`src/design/cvt_pkg.sv`:
```
// Shared constants, codes and control types of the compacting vector table.
package cvt_pkg;

  localparam int DEPTH    = 64;
  localparam int IDX_W    = $clog2(DEPTH);
  localparam int CNT_W    = $clog2(DEPTH + 1);
  localparam int ACTION_W = 3;
  localparam int VALUE_W  = 32;
  localparam int POS_W    = 7;
  localparam int STATUS_W = 2;
  localparam int FOUND_W  = 7;
  localparam int COUNT_W  = 7;
  localparam int CMP_W    = ((CNT_W > POS_W) ? CNT_W : POS_W) + 1;

  localparam logic [ACTION_W-1:0] ACT_APPEND     = 3'd0;
  localparam logic [ACTION_W-1:0] ACT_FIND       = 3'd1;
  localparam logic [ACTION_W-1:0] ACT_REMOVE_AT  = 3'd2;
  localparam logic [ACTION_W-1:0] ACT_REMOVE_ALL = 3'd3;
  localparam logic [ACTION_W-1:0] ACT_SHOW       = 3'd4;

  localparam logic [STATUS_W-1:0] STATUS_OK    = 2'd0;
  localparam logic [STATUS_W-1:0] STATUS_RANGE = 2'd1;
  localparam logic [STATUS_W-1:0] STATUS_FULL  = 2'd2;

  // Find reports -1 when the value is absent.
  localparam logic [FOUND_W-1:0] FOUND_NONE = {FOUND_W{1'b1}};

  typedef enum logic [2:0] {
    S_IDLE,
    S_DISPATCH,
    S_SCAN,
    S_SHOW_READ,
    S_SHOW_EMIT,
    S_REPLY
  } cvt_state_t;

  typedef struct packed {
    logic load_req;
    logic dispatch;
    logic scan;
    logic finish_scan;
    logic show_rd;
    logic emit_elem;
    logic emit_reply;
  } dp_cmd_t;

  typedef struct packed {
    logic [ACTION_W-1:0] action;
    logic                list_empty;
    logic                pos_bad;
    logic                out_free;
    logic                scan_done;
    logic                show_last;
  } dp_sts_t;

endpackage

```
`src/design/cvt_req_if.sv`:
```
// Request channel of the vector table: handshake plus request payload.
interface cvt_req_if;
  import cvt_pkg::*;

  logic                       valid;
  logic                       ready;
  logic        [ACTION_W-1:0] action;
  logic signed [VALUE_W-1:0]  value;
  logic        [POS_W-1:0]    position_in;

  modport source (output valid, output action, output value, output position_in,
                  input ready);
  modport sink   (input valid, input action, input value, input position_in,
                  output ready);
endinterface

```
`src/design/cvt_rsp_if.sv`:
```
// Result channel of the vector table: handshake plus result payload.
interface cvt_rsp_if;
  import cvt_pkg::*;

  logic                       valid;
  logic                       ready;
  logic        [STATUS_W-1:0] status;
  logic signed [FOUND_W-1:0]  found_position;
  logic signed [VALUE_W-1:0]  element;
  logic                       is_empty;
  logic                       last;
  logic        [COUNT_W-1:0]  count_out;

  modport source (output valid, output status, output found_position, output element,
                  output is_empty, output last, output count_out, input ready);
  modport sink   (input valid, input status, input found_position, input element,
                  input is_empty, input last, input count_out, output ready);
endinterface

```
`src/design/cvt_ctrl.sv`:
```
// Controller state machine that sequences each request through the datapath.
module cvt_ctrl (
  input  logic              clk,
  input  logic              rst,
  input  logic              req_valid,
  output logic              req_ready,
  input  cvt_pkg::dp_sts_t  sts,
  output cvt_pkg::dp_cmd_t  cmd
);
  import cvt_pkg::*;

  cvt_state_t state;
  cvt_state_t state_next;

  always_ff @(posedge clk) begin
    if (rst) begin
      state <= S_IDLE;
    end else begin
      state <= state_next;
    end
  end

  always_comb begin
    state_next = state;
    cmd        = '0;
    req_ready  = 1'b0;
    case (state)
      S_IDLE: begin
        req_ready = 1'b1;
        if (req_valid) begin
          cmd.load_req = 1'b1;
          state_next   = S_DISPATCH;
        end
      end
      S_DISPATCH: begin
        cmd.dispatch = 1'b1;
        case (sts.action)
          ACT_FIND, ACT_REMOVE_ALL: state_next = S_SCAN;
          ACT_REMOVE_AT:            state_next = sts.pos_bad ? S_REPLY : S_SCAN;
          ACT_SHOW:                 state_next = sts.list_empty ? S_REPLY : S_SHOW_READ;
          default:                  state_next = S_REPLY;
        endcase
      end
      S_SCAN: begin
        cmd.scan = 1'b1;
        if (sts.scan_done) begin
          cmd.finish_scan = 1'b1;
          state_next      = S_REPLY;
        end
      end
      S_SHOW_READ: begin
        cmd.show_rd = 1'b1;
        state_next  = S_SHOW_EMIT;
      end
      S_SHOW_EMIT: begin
        if (sts.out_free) begin
          cmd.emit_elem = 1'b1;
          state_next    = sts.show_last ? S_IDLE : S_SHOW_READ;
        end
      end
      S_REPLY: begin
        if (sts.out_free) begin
          cmd.emit_reply = 1'b1;
          state_next     = S_IDLE;
        end
      end
      default: begin
        state_next = S_IDLE;
      end
    endcase
  end

endmodule

```
`src/design/cvt_datapath.sv`:
```
// Datapath: entry memory, count, scan pointers, request and result registers.
module cvt_datapath (
  input  logic                                clk,
  input  logic                                rst,
  input  cvt_pkg::dp_cmd_t                    cmd,
  output cvt_pkg::dp_sts_t                    sts,
  input  logic        [cvt_pkg::ACTION_W-1:0] action_in,
  input  logic signed [cvt_pkg::VALUE_W-1:0]  value_in,
  input  logic        [cvt_pkg::POS_W-1:0]    position_in,
  output logic                                out_valid,
  input  logic                                out_ready,
  output logic        [cvt_pkg::STATUS_W-1:0] out_status,
  output logic signed [cvt_pkg::FOUND_W-1:0]  out_found,
  output logic signed [cvt_pkg::VALUE_W-1:0]  out_element,
  output logic                                out_empty,
  output logic                                out_last,
  output logic        [cvt_pkg::COUNT_W-1:0]  out_count
);
  import cvt_pkg::*;

  logic [VALUE_W-1:0] mem [DEPTH];

  logic [ACTION_W-1:0] action;
  logic [VALUE_W-1:0]  value;
  logic [POS_W-1:0]    position;
  logic [CNT_W-1:0]    count;
  logic [CNT_W-1:0]    rd_idx;
  logic [CNT_W-1:0]    wr_idx;
  logic [CNT_W-1:0]    proc_idx;
  logic                rd_pend;
  logic [VALUE_W-1:0]  rd_data;
  logic                hit;
  logic [FOUND_W-1:0]  found;
  logic [STATUS_W-1:0] status;

  logic               full;
  logic               pos_bad;
  logic               scan_issue;
  logic               keep;
  logic               rd_en;
  logic               wr_en;
  logic [IDX_W-1:0]   wr_addr;
  logic [VALUE_W-1:0] wr_data;
  logic [CNT_W-1:0]   pos_plus1;

  assign full       = (count == CNT_W'(DEPTH));
  assign pos_bad    = (CMP_W'(position) >= CMP_W'(count));
  assign pos_plus1  = CNT_W'(CMP_W'(position) + CMP_W'(1));
  assign scan_issue = cmd.scan && (rd_idx < count);
  assign keep       = (action == ACT_REMOVE_AT) || (rd_data != value);
  assign rd_en      = scan_issue || cmd.show_rd;

  always_comb begin
    wr_en   = 1'b0;
    wr_addr = wr_idx[IDX_W-1:0];
    wr_data = rd_data;
    if (cmd.dispatch) begin
      wr_en   = (action == ACT_APPEND) && !full;
      wr_addr = count[IDX_W-1:0];
      wr_data = value;
    end else if (cmd.scan && rd_pend && keep && (action != ACT_FIND)) begin
      wr_en = 1'b1;
    end
  end

  always_ff @(posedge clk) begin
    if (wr_en) begin
      mem[wr_addr] <= wr_data;
    end
    if (rd_en) begin
      rd_data <= mem[rd_idx[IDX_W-1:0]];
    end
  end

  assign sts.action     = action;
  assign sts.list_empty = (count == '0);
  assign sts.pos_bad    = pos_bad;
  assign sts.out_free   = !out_valid || out_ready;
  assign sts.scan_done  = !rd_pend && (rd_idx >= count);
  assign sts.show_last  = (rd_idx == count);

  // Control state.
  always_ff @(posedge clk) begin
    if (rst) begin
      count     <= '0;
      rd_pend   <= 1'b0;
      out_valid <= 1'b0;
    end else begin
      rd_pend <= scan_issue;
      if (cmd.dispatch && (action == ACT_APPEND) && !full) begin
        count <= count + CNT_W'(1);
      end else if (cmd.finish_scan && (action == ACT_REMOVE_ALL)) begin
        count <= wr_idx;
      end else if (cmd.finish_scan && (action == ACT_REMOVE_AT)) begin
        count <= count - CNT_W'(1);
      end
      if (cmd.emit_elem || cmd.emit_reply) begin
        out_valid <= 1'b1;
      end else if (out_ready) begin
        out_valid <= 1'b0;
      end
    end
  end

  // Payload state.
  always_ff @(posedge clk) begin
    if (cmd.load_req) begin
      action   <= action_in;
      value    <= value_in;
      position <= position_in;
    end
    if (cmd.dispatch) begin
      hit    <= 1'b0;
      found  <= (action == ACT_FIND) ? FOUND_NONE : '0;
      status <= STATUS_OK;
      if ((action == ACT_APPEND) && full) begin
        status <= STATUS_FULL;
      end else if ((action == ACT_REMOVE_AT) && pos_bad) begin
        status <= STATUS_RANGE;
      end
      proc_idx <= '0;
      if (action == ACT_REMOVE_AT) begin
        rd_idx <= pos_plus1;
        wr_idx <= CNT_W'(position);
      end else begin
        rd_idx <= '0;
        wr_idx <= '0;
      end
    end else begin
      if (scan_issue || cmd.show_rd) begin
        rd_idx <= rd_idx + CNT_W'(1);
      end
      if (cmd.scan && rd_pend) begin
        proc_idx <= proc_idx + CNT_W'(1);
        if ((action == ACT_FIND) && !hit && (rd_data == value)) begin
          hit   <= 1'b1;
          found <= FOUND_W'(proc_idx);
        end
        if (wr_en) begin
          wr_idx <= wr_idx + CNT_W'(1);
        end
      end
    end
    if (cmd.emit_elem) begin
      out_status  <= STATUS_OK;
      out_found   <= '0;
      out_element <= rd_data;
      out_empty   <= 1'b0;
      out_last    <= (rd_idx == count);
      out_count   <= COUNT_W'(count);
    end else if (cmd.emit_reply) begin
      out_status  <= status;
      out_found   <= found;
      out_element <= '0;
      out_empty   <= (action == ACT_SHOW);
      out_last    <= 1'b1;
      out_count   <= COUNT_W'(count);
    end
  end

endmodule

```
`src/design/compacting_vector_table.sv`:
```
// Appends, bad-index removes and an empty show go from dispatch straight to the reply state.
// Find and remove walk the stored entries through one memory read port before replying.
// Show alternates read and emit states, presenting one element each time the output is free.
// Requests are taken one at a time; the next is accepted only once the controller is idle.
// Synchronous active-high rst clears the count, the controller and the output valid.
// Entry contents are not cleared; only entries below the count are ever read.
module compacting_vector_table (
  input logic clk,
  input logic rst,
  cvt_req_if.sink   req,
  cvt_rsp_if.source rsp
);
  import cvt_pkg::*;

  // The controller and datapath talk only through these two bundles.
  dp_cmd_t cmd;
  dp_sts_t sts;

  // The controller owns the request handshake: a request is taken only when the
  // block is idle, and the datapath latches it in that same cycle.
  cvt_ctrl u_ctrl (
    .clk       (clk),
    .rst       (rst),
    .req_valid (req.valid),
    .req_ready (req.ready),
    .sts       (sts),
    .cmd       (cmd)
  );

  // The datapath holds the entry memory and the result register. Scans stream
  // reads one per cycle, and remove scans write survivors back behind the read
  // pointer, so a compaction never overwrites an entry that is still to be read.
  cvt_datapath u_dp (
    .clk         (clk),
    .rst         (rst),
    .cmd         (cmd),
    .sts         (sts),
    .action_in   (req.action),
    .value_in    (req.value),
    .position_in (req.position_in),
    .out_valid   (rsp.valid),
    .out_ready   (rsp.ready),
    .out_status  (rsp.status),
    .out_found   (rsp.found_position),
    .out_element (rsp.element),
    .out_empty   (rsp.is_empty),
    .out_last    (rsp.last),
    .out_count   (rsp.count_out)
  );

endmodule

```
`src/flat_wrapper.sv`:
```
// flat-port wrapper written by rule: the top's interface ports become plain ports
module compacting_vector_table_flat import cvt_pkg::*;
  (clk, rst, req_valid, req_action, req_value, req_position_in, req_ready, rsp_valid, rsp_status, rsp_found_position, rsp_element, rsp_is_empty, rsp_last, rsp_count_out, rsp_ready);
  cvt_req_if req_i ();
  cvt_rsp_if rsp_i ();
  input logic clk;
  input logic rst;
  input wire logic [$bits(req_i.valid)-1:0] req_valid;
  input wire logic [$bits(req_i.action)-1:0] req_action;
  input wire logic [$bits(req_i.value)-1:0] req_value;
  input wire logic [$bits(req_i.position_in)-1:0] req_position_in;
  output wire logic [$bits(req_i.ready)-1:0] req_ready;
  output wire logic [$bits(rsp_i.valid)-1:0] rsp_valid;
  output wire logic [$bits(rsp_i.status)-1:0] rsp_status;
  output wire logic [$bits(rsp_i.found_position)-1:0] rsp_found_position;
  output wire logic [$bits(rsp_i.element)-1:0] rsp_element;
  output wire logic [$bits(rsp_i.is_empty)-1:0] rsp_is_empty;
  output wire logic [$bits(rsp_i.last)-1:0] rsp_last;
  output wire logic [$bits(rsp_i.count_out)-1:0] rsp_count_out;
  input wire logic [$bits(rsp_i.ready)-1:0] rsp_ready;
  assign req_i.valid = req_valid;
  assign req_i.action = req_action;
  assign req_i.value = req_value;
  assign req_i.position_in = req_position_in;
  assign req_ready = req_i.ready;
  assign rsp_valid = rsp_i.valid;
  assign rsp_status = rsp_i.status;
  assign rsp_found_position = rsp_i.found_position;
  assign rsp_element = rsp_i.element;
  assign rsp_is_empty = rsp_i.is_empty;
  assign rsp_last = rsp_i.last;
  assign rsp_count_out = rsp_i.count_out;
  assign rsp_i.ready = rsp_ready;
  compacting_vector_table u_core (.clk(clk), .rst(rst), .req(req_i), .rsp(rsp_i));
endmodule
```
`config.mk`:
```
export PLATFORM = sky130hd
export DESIGN_NAME = compacting_vector_table_flat
export DESIGN_NICKNAME = d
export VERILOG_FILES = /design/src/design/cvt_pkg.sv /design/src/design/cvt_req_if.sv /design/src/design/cvt_rsp_if.sv /design/src/design/cvt_ctrl.sv /design/src/design/cvt_datapath.sv /design/src/design/compacting_vector_table.sv /design/src/flat_wrapper.sv
export SDC_FILE = /design/constraint.sdc
export NUM_CORES = 2
export LEC_CHECK = 0
export BUFFER_PORTS_ARGS = -buffer_cell sky130_fd_sc_hd__buf_2
export CORE_MARGIN = 1.5
export CORE_UTILIZATION = 45
export DETAILED_ROUTE_END_ITERATION = 10
export GPL_ROUTABILITY_DRIVEN = 0
export SYNTH_ARGS = -nofsm -noshare
export SYNTH_HDL_FRONTEND = slang
export SYNTH_SLANG_ARGS = --single-unit
```
`constraint.sdc`:
```
create_clock -name clk -period 10.08 [get_ports clk]
set_input_delay 1.008 -clock clk [delete_from_list [all_inputs] [get_ports clk]]
set_output_delay 1.008 -clock clk [all_outputs]
set_load 0.05 [all_outputs]
```
# == Word-level counts from Yosys, hierarchy flattened ==
# Memory sizes are Yosys's and may differ from the RTL's. A register that Yosys moved wholly into a read port is not among the register bits.
# Index checks and enable logic that the tools add are counted.
# classes
addsub,6
n_lt_le_gt_ge,3
eq_ne,18
muxes,48
n_reduce_logical,37
# ops
cell,count
2-to-1 mux 7 bit,16
2-to-1 mux 32 bit,3
"adder 7 x 1 -> 7 bit, second input constant",5
== test 32 bit,1
!= test 32 bit,1
2-to-1 mux 1 bit,18
2-to-1 mux 3 bit,6
one-hot mux 3 bit (6 select lines),1
greater-or-equal comparator 7 bit,2
logical AND 1 bit,14
"== test 3 x 2 -> 1 bit, second input constant",4
nonzero test 2 bit,6
"== test 3 bit, second input constant",3
one-hot mux 3 bit (3 select lines),1
== test 7 bit,1
"== test 7 bit, second input constant",1
logical NOT 7 bit,1
less-than comparator 7 bit,1
"subtractor 7 x 1 -> 7 bit, second input constant",1
"== test 3 x 1 -> 1 bit, second input constant",2
logical NOT 3 bit,2
2-to-1 mux 6 bit,1
"!= test 2 x 1 -> 1 bit, second input constant",3
AND reduction 2 bit,3
8 further kinds,15
# word_totals
regBits,135
mem_bits_rw,2048
input_bits,46
output_inout_bits,52
wordCells,132
n_memories,1
# mem_list
name,depth,word_bits,rd,rd_ports_with_merged_regs,wr,line,text
u_core.u_dp.mem,64,32,1,1,1,cvt_datapath.sv:21,logic [VALUE_W-1:0] mem [DEPTH];

# == Depth between registers and ports, before layout ==
# logic_depth
ltp_word,12
depth_mapped,15
mapped_depth_nobuf,8

# == Modules after synthesis ==
# From an unflattened synthesis, not the netlist that was laid out.
# hier_totals
cells_unflattened,3948
hier_area_um2,85538.3
# by_module_without_submodules
mod,instances,cells_per_inst,area_each_um2,seq_area_each_um2
cvt_datapath,1,3907,85226.7,66153.4
cvt_ctrl,1,41,311.5,60.1

# == Least setup slack after synthesis ==
# OpenSTA, ideal clock, no wires.
# synth_path
path_type,register to register
from,register u_core.u_dp.count[0]
to,"memory u_core.u_dp.mem[4][0], enable pin"
setup_ns,0.502
arrival_time_ns,4.796
t_required_ns,9.578
setup_slack_ns,4.783
stages_incl_launch_ff,9
path_buffers,1
synth_period_minus_slack_ns,5.297
cell_sequence,dfxtp_1 inv_1 ha_1 or4b_1 nor2_4 a21boi_4 nor2_2 buf_2 nor4_1
# synth_between
elab_chain_len,6
word_cells_on_any_way,7
cone_classes,1 x eq/ne; 4 x mux; 2 x reduce/logical
# synth_lines
item,line,text
"start, declared",cvt_datapath.sv:26,logic [CNT_W-1:0] count;
"start signal, assigned",cvt_datapath.sv:91,count <= count + CNT_W'(1);
"start signal, assigned",cvt_datapath.sv:93,count <= wr_idx;
"start signal, assigned",cvt_datapath.sv:95,count <= count - CNT_W'(1);
== test 7 bit,cvt_datapath.sv:46,assign full = (count == CNT_W'(DEPTH));
logical NOT 1 bit,cvt_datapath.sv:58,wr_en = (action == ACT_APPEND) && !full;
logical AND 1 bit,cvt_datapath.sv:58,
2-to-1 mux 1 bit,cvt_datapath.sv:57,if (cmd.dispatch) begin
2-to-1 mux 1 bit,cvt_datapath.sv:67,if (wr_en) begin
2-to-1 mux 1 bit (implied by the code),cvt_datapath.sv:68,mem[wr_addr] <= wr_data;
"end, declared",cvt_datapath.sv:21,
# Several ways; a longest one is shown, not always the timed one.

# == Final worst setup path ==
# layout_path
from,register u_core.u_dp.rd_idx[2]
to,"register u_core.u_dp.rd_data[30], read port of u_core.u_dp.mem (data pin)"
# layout_between
elab_chain_len,3
# layout_lines
item,line,text
"start, declared",cvt_datapath.sv:27,logic [CNT_W-1:0] rd_idx;
"start signal, assigned",cvt_datapath.sv:123,rd_idx <= pos_plus1;
"start signal, assigned",cvt_datapath.sv:131,rd_idx <= rd_idx + CNT_W'(1);
less-than comparator 7 bit,cvt_datapath.sv:49,assign scan_issue = cmd.scan && (rd_idx < count);
logical AND 1 bit,cvt_datapath.sv:49,
logical OR 1 bit,cvt_datapath.sv:51,assign rd_en = scan_issue || cmd.show_rd;
"end, declared",cvt_datapath.sv:31,logic [VALUE_W-1:0] rd_data;
# Several ways; a longest one is shown, not always the timed one.
# A chain may end at the register's enable or synchronous reset.

==> impl_summary.log <==
[metrics] via-per-instance ratio: 6.135
[metrics] WP data arrival: 5.76 ns
[metrics] antenna violations before repair: 20
[metrics] Gates resized, CTS repair: 0
[metrics] outcome: finished, violations left
[metrics] count of flip-flops with a built-in enable after synthesis: 2185
[metrics] buffer type at the clock tree root: sky130_fd_sc_hd__clkbuf_16
[metrics] Initial Utilization: 0.4528
[metrics] required arrival time at the worst endpoint: 10.59 ns
[metrics] PD cells: 280.1 nW/um^2
[metrics] Worst Slack Setup Final: 4.829 ns
[metrics] most common flop cell mapped by yosys: sky130_fd_sc_hd__edfxtp_1
[metrics] DR DRC count: 0
[metrics] static leakage: 30.72 nW
[metrics] Core Box Area: 190000 sq um
[metrics] Final Total Pwr: 27.23 mW
[metrics] DP Area: 90330 sq um
[metrics] Chip Height: 440.2 microns
[metrics] clk sinks: 2215
[metrics] share of flip-flops with an asynchronous set or reset: 0
[metrics] maximum clock frequency: 190.4 MHz
[metrics] total routing usage reported by global routing: 0.2444
[metrics] top post-synthesis cells by area: sky130_fd_sc_hd__edfxtp_1, sky130_fd_sc_hd__mux4_2, sky130_fd_sc_hd__mux2i_1, sky130_fd_sc_hd__nand2_1, sky130_fd_sc_hd__dfxtp_1
[metrics] Syn Nets: 4089
[metrics] half-perimeter wire length after placement: 132700 microns
[metrics] buffer count from post-CTS setup fixing: 0
[metrics] CTS hold repair buffers: 0
[metrics] IO buf count: 97
[metrics] library cell with the largest summed area after synthesis: sky130_fd_sc_hd__edfxtp_1
[metrics] pin count of the biggest net entering global routing: 93
[metrics] Critical Path Sink Type: flop
[metrics] Clock transition at path regs: 0.06 ns
[metrics] worst-margin pin slew: 1.479 ns
[metrics] Avg WL per Cell: 33.85 microns
[metrics] number of iterations in the first detailed-routing pass: 7
[metrics] clock insertion delay at the later pin of the skew report: 0.88 ns
[metrics] Fin. Hold Viols: 0
[metrics] Synth top area share: 0.7627
[metrics] peak supply drop: 0.2011 mV
[metrics] total number of vias: 42880
[metrics] detailed-route wire length: 236600 microns
[metrics] unrepaired setup endpoints after global routing: false
[metrics] first-pass GRT wire length: 328700 microns
[metrics] sum of negative setup slack: 0 ns
[metrics] Final nets: 4359
[metrics] CTS tree: built
[metrics] post-placement worst setup slack: 4.851 ns
[metrics] worst relative slew slack: 0.006541
[metrics] depth of the CTS H-tree: 4
[metrics] non-filler instance count after layout: 6989
[metrics] total grt overflow: 0
[metrics] failing checks: max-capacitance violations
[metrics] cells after synthesis: 4023
[metrics] Synth Cell Area: 86020 sq um
[metrics] IO Count: 98
[metrics] distinct cell type count after synthesis: 65
[metrics] area delta synth->final: 13.01%
[metrics] number of violations reported at the end of detailed-routing iteration 0: 5775
[metrics] largest buffer count on any clock path: 3
[metrics] Num CTS Buffers: 216
[metrics] category of the worst setup path launch point: flop
[metrics] Finished Cell Area: 97220 sq um
[metrics] max-cap violation count: 1
[metrics] Critical Path Fanout Max: 86
[metrics] hold slack final: 0.3091 ns
[metrics] fraction of the cycle the final worst path needs: 0.5209
[metrics] register bit count reported by yosys: 2215
[metrics] number of nets with antenna violations after routing: 0
[metrics] fraction of the yosys area taken by sequential cells: 0.7697
[metrics] share of layout cells above drive strength 1: 0.2709
[metrics] worst hold path class: in2reg
[metrics] maximum clock skew at final layout: 0.04654 ns
[metrics] Total Die Area: 193800 sq um
[metrics] final cell utilization of the core: 0.5117
[metrics] final setup vio count: 0
[metrics] Yosys warning count: 0
[metrics] floorplan row count: 160
[metrics] type of the setup path with the least slack: reg2reg
[metrics] Inst Count DP: 6586
[metrics] mean area per synthesized cell: 21.38 sq um
[metrics] die width: 440.2 microns
[metrics] minimum clock period after layout: 5.251 ns
[metrics] final-report max-slew violation count: 0
[metrics] via count of the first global-routing pass: 41910
==> power by group <==
| group | switching (mW) | total, mW | internal (mW) |
|---|---|---|---|
| Combinational | 5.16 | 7.76 | 2.60 |
| Sequential | 0.183 | 11.6 | 11.4 |
| Clock | 3.47 | 7.85 | 4.38 |
| Total | 8.82 | 27.2 | 18.4 |
==> layer usage <==
layer	routed length (microns)	global-route usage
met1	95630	0.3443
met2	109600	0.3768
met3	22890	0.05426
met4	8386	0.08665
met5	36	0
==> critical path: stages, from the launching register on <==
cell and delay [ns]:
sky130_fd_sc_hd__edfxtp_1 0.66, sky130_fd_sc_hd__buf_4 0.61, sky130_fd_sc_hd__buf_12 0.46, sky130_fd_sc_hd__buf_4 0.63
sky130_fd_sc_hd__mux4_2 0.48, sky130_fd_sc_hd__mux2i_1 0.20, sky130_fd_sc_hd__o22ai_1 0.11, sky130_fd_sc_hd__nor3_1 1.20
sky130_fd_sc_hd__o221ai_1 0.37
==> cells in the mapped netlist (29+ instances only) <==
cell type / n
sky130_fd_sc_hd__nand2_1: 188
sky130_fd_sc_hd__dfxtp_1: 30
sky130_fd_sc_hd__and2_1: 41
sky130_fd_sc_hd__mux4_2: 496
sky130_fd_sc_hd__a22oi_1: 43
sky130_fd_sc_hd__mux2_2: 32
sky130_fd_sc_hd__o22ai_1: 58
sky130_fd_sc_hd__xnor2_1: 43
sky130_fd_sc_hd__buf_2: 59
sky130_fd_sc_hd__buf_4: 35
sky130_fd_sc_hd__a21oi_1: 29
sky130_fd_sc_hd__nor2_1: 62
sky130_fd_sc_hd__clkbuf_1: 76
sky130_fd_sc_hd__edfxtp_1: 2185
sky130_fd_sc_hd__mux2i_1: 190
sky130_fd_sc_hd__nor3_1: 72
==> final cells by class <==
class	instances	area, sq um
Clock inverter	135	1232
Antenna cell	4	10.01
Inverter	15	57.56
Sequential cell	2215	66210
Tap cell	2511	3142
Timing Repair Buffer	266	1852
Fill cell	14850	92760
Clock buffer	264	5647
Multi-Input combinational cell	1579	19070
==> cell families after synthesis <==
kind of cell             synth area share
adder cells (fa/ha/maj)          0.002909
multiplexers                       0.1562
flip-flops                         0.7697
buffers and inverters             0.01422
AND/OR/NAND/NOR                   0.02764
AO/OA/AOI/OAI                     0.02366
XOR/XNOR                         0.005702
==> placed cells by master, fill, tap and decap left out, types with 20 or more instances in the layout <==
cell type,instances
sky130_fd_sc_hd__edfxtp_1,2185
sky130_fd_sc_hd__mux4_2,496
sky130_fd_sc_hd__clkbuf_16,217
sky130_fd_sc_hd__mux2i_1,190
sky130_fd_sc_hd__buf_4,160
sky130_fd_sc_hd__nand2_1,156
sky130_fd_sc_hd__buf_2,98
sky130_fd_sc_hd__nor2_1,61
sky130_fd_sc_hd__clkinv_1,59
sky130_fd_sc_hd__o22ai_1,58
sky130_fd_sc_hd__nor3_2,48
sky130_fd_sc_hd__xnor2_1,43
sky130_fd_sc_hd__a22oi_1,43
sky130_fd_sc_hd__clkbuf_1,43
sky130_fd_sc_hd__clkinv_2,40
sky130_fd_sc_hd__and2_1,39
sky130_fd_sc_hd__mux2_2,32
sky130_fd_sc_hd__dfxtp_1,30
sky130_fd_sc_hd__nand2_2,29
sky130_fd_sc_hd__a21oi_1,29
sky130_fd_sc_hd__o21ai_0,25
sky130_fd_sc_hd__a211oi_1,25
sky130_fd_sc_hd__nor3_1,24
sky130_fd_sc_hd__nand3_1,22
sky130_fd_sc_hd__nor2b_1,22
sky130_fd_sc_hd__ha_1,20
==> state kept, by name, summed over array words and instances (netlist names), 7 cells and up <==
signal,count
u_core.u_dp.proc_idx,7
u_core.u_dp.count,7
u_core.u_dp.out_found,7
u_core.u_dp.out_count,7
u_core.u_dp.mem,2048
u_core.u_dp.position,7
u_core.u_dp.wr_idx,7
u_core.u_dp.rd_data,32
u_core.u_dp.out_element,32
u_core.u_dp.rd_idx,7
u_core.u_dp.value,32
u_core.u_dp.found,7
==> path summary, 6_finish.rpt <==
path | slack, ns | cells past startpoint | end | startpoint
max | 4.83 | 8 | u_core.u_dp.rd_data[30]$_DFFE_PP_ | u_core.u_dp.rd_idx[2]$_DFFE_PP_
min reg2reg | 0.45 | 2 | u_core.u_dp.hit$_SDFFE_PP0P_ | u_core.u_dp.hit$_SDFFE_PP0P_
min | 0.31 | 1 | u_core.u_dp.value[11]$_DFFE_PP_ | req_value[11]
max reg2reg | 4.83 | 8 | u_core.u_dp.rd_data[30]$_DFFE_PP_ | u_core.u_dp.rd_idx[2]$_DFFE_PP_
Power figures use the tool's default switching activity.
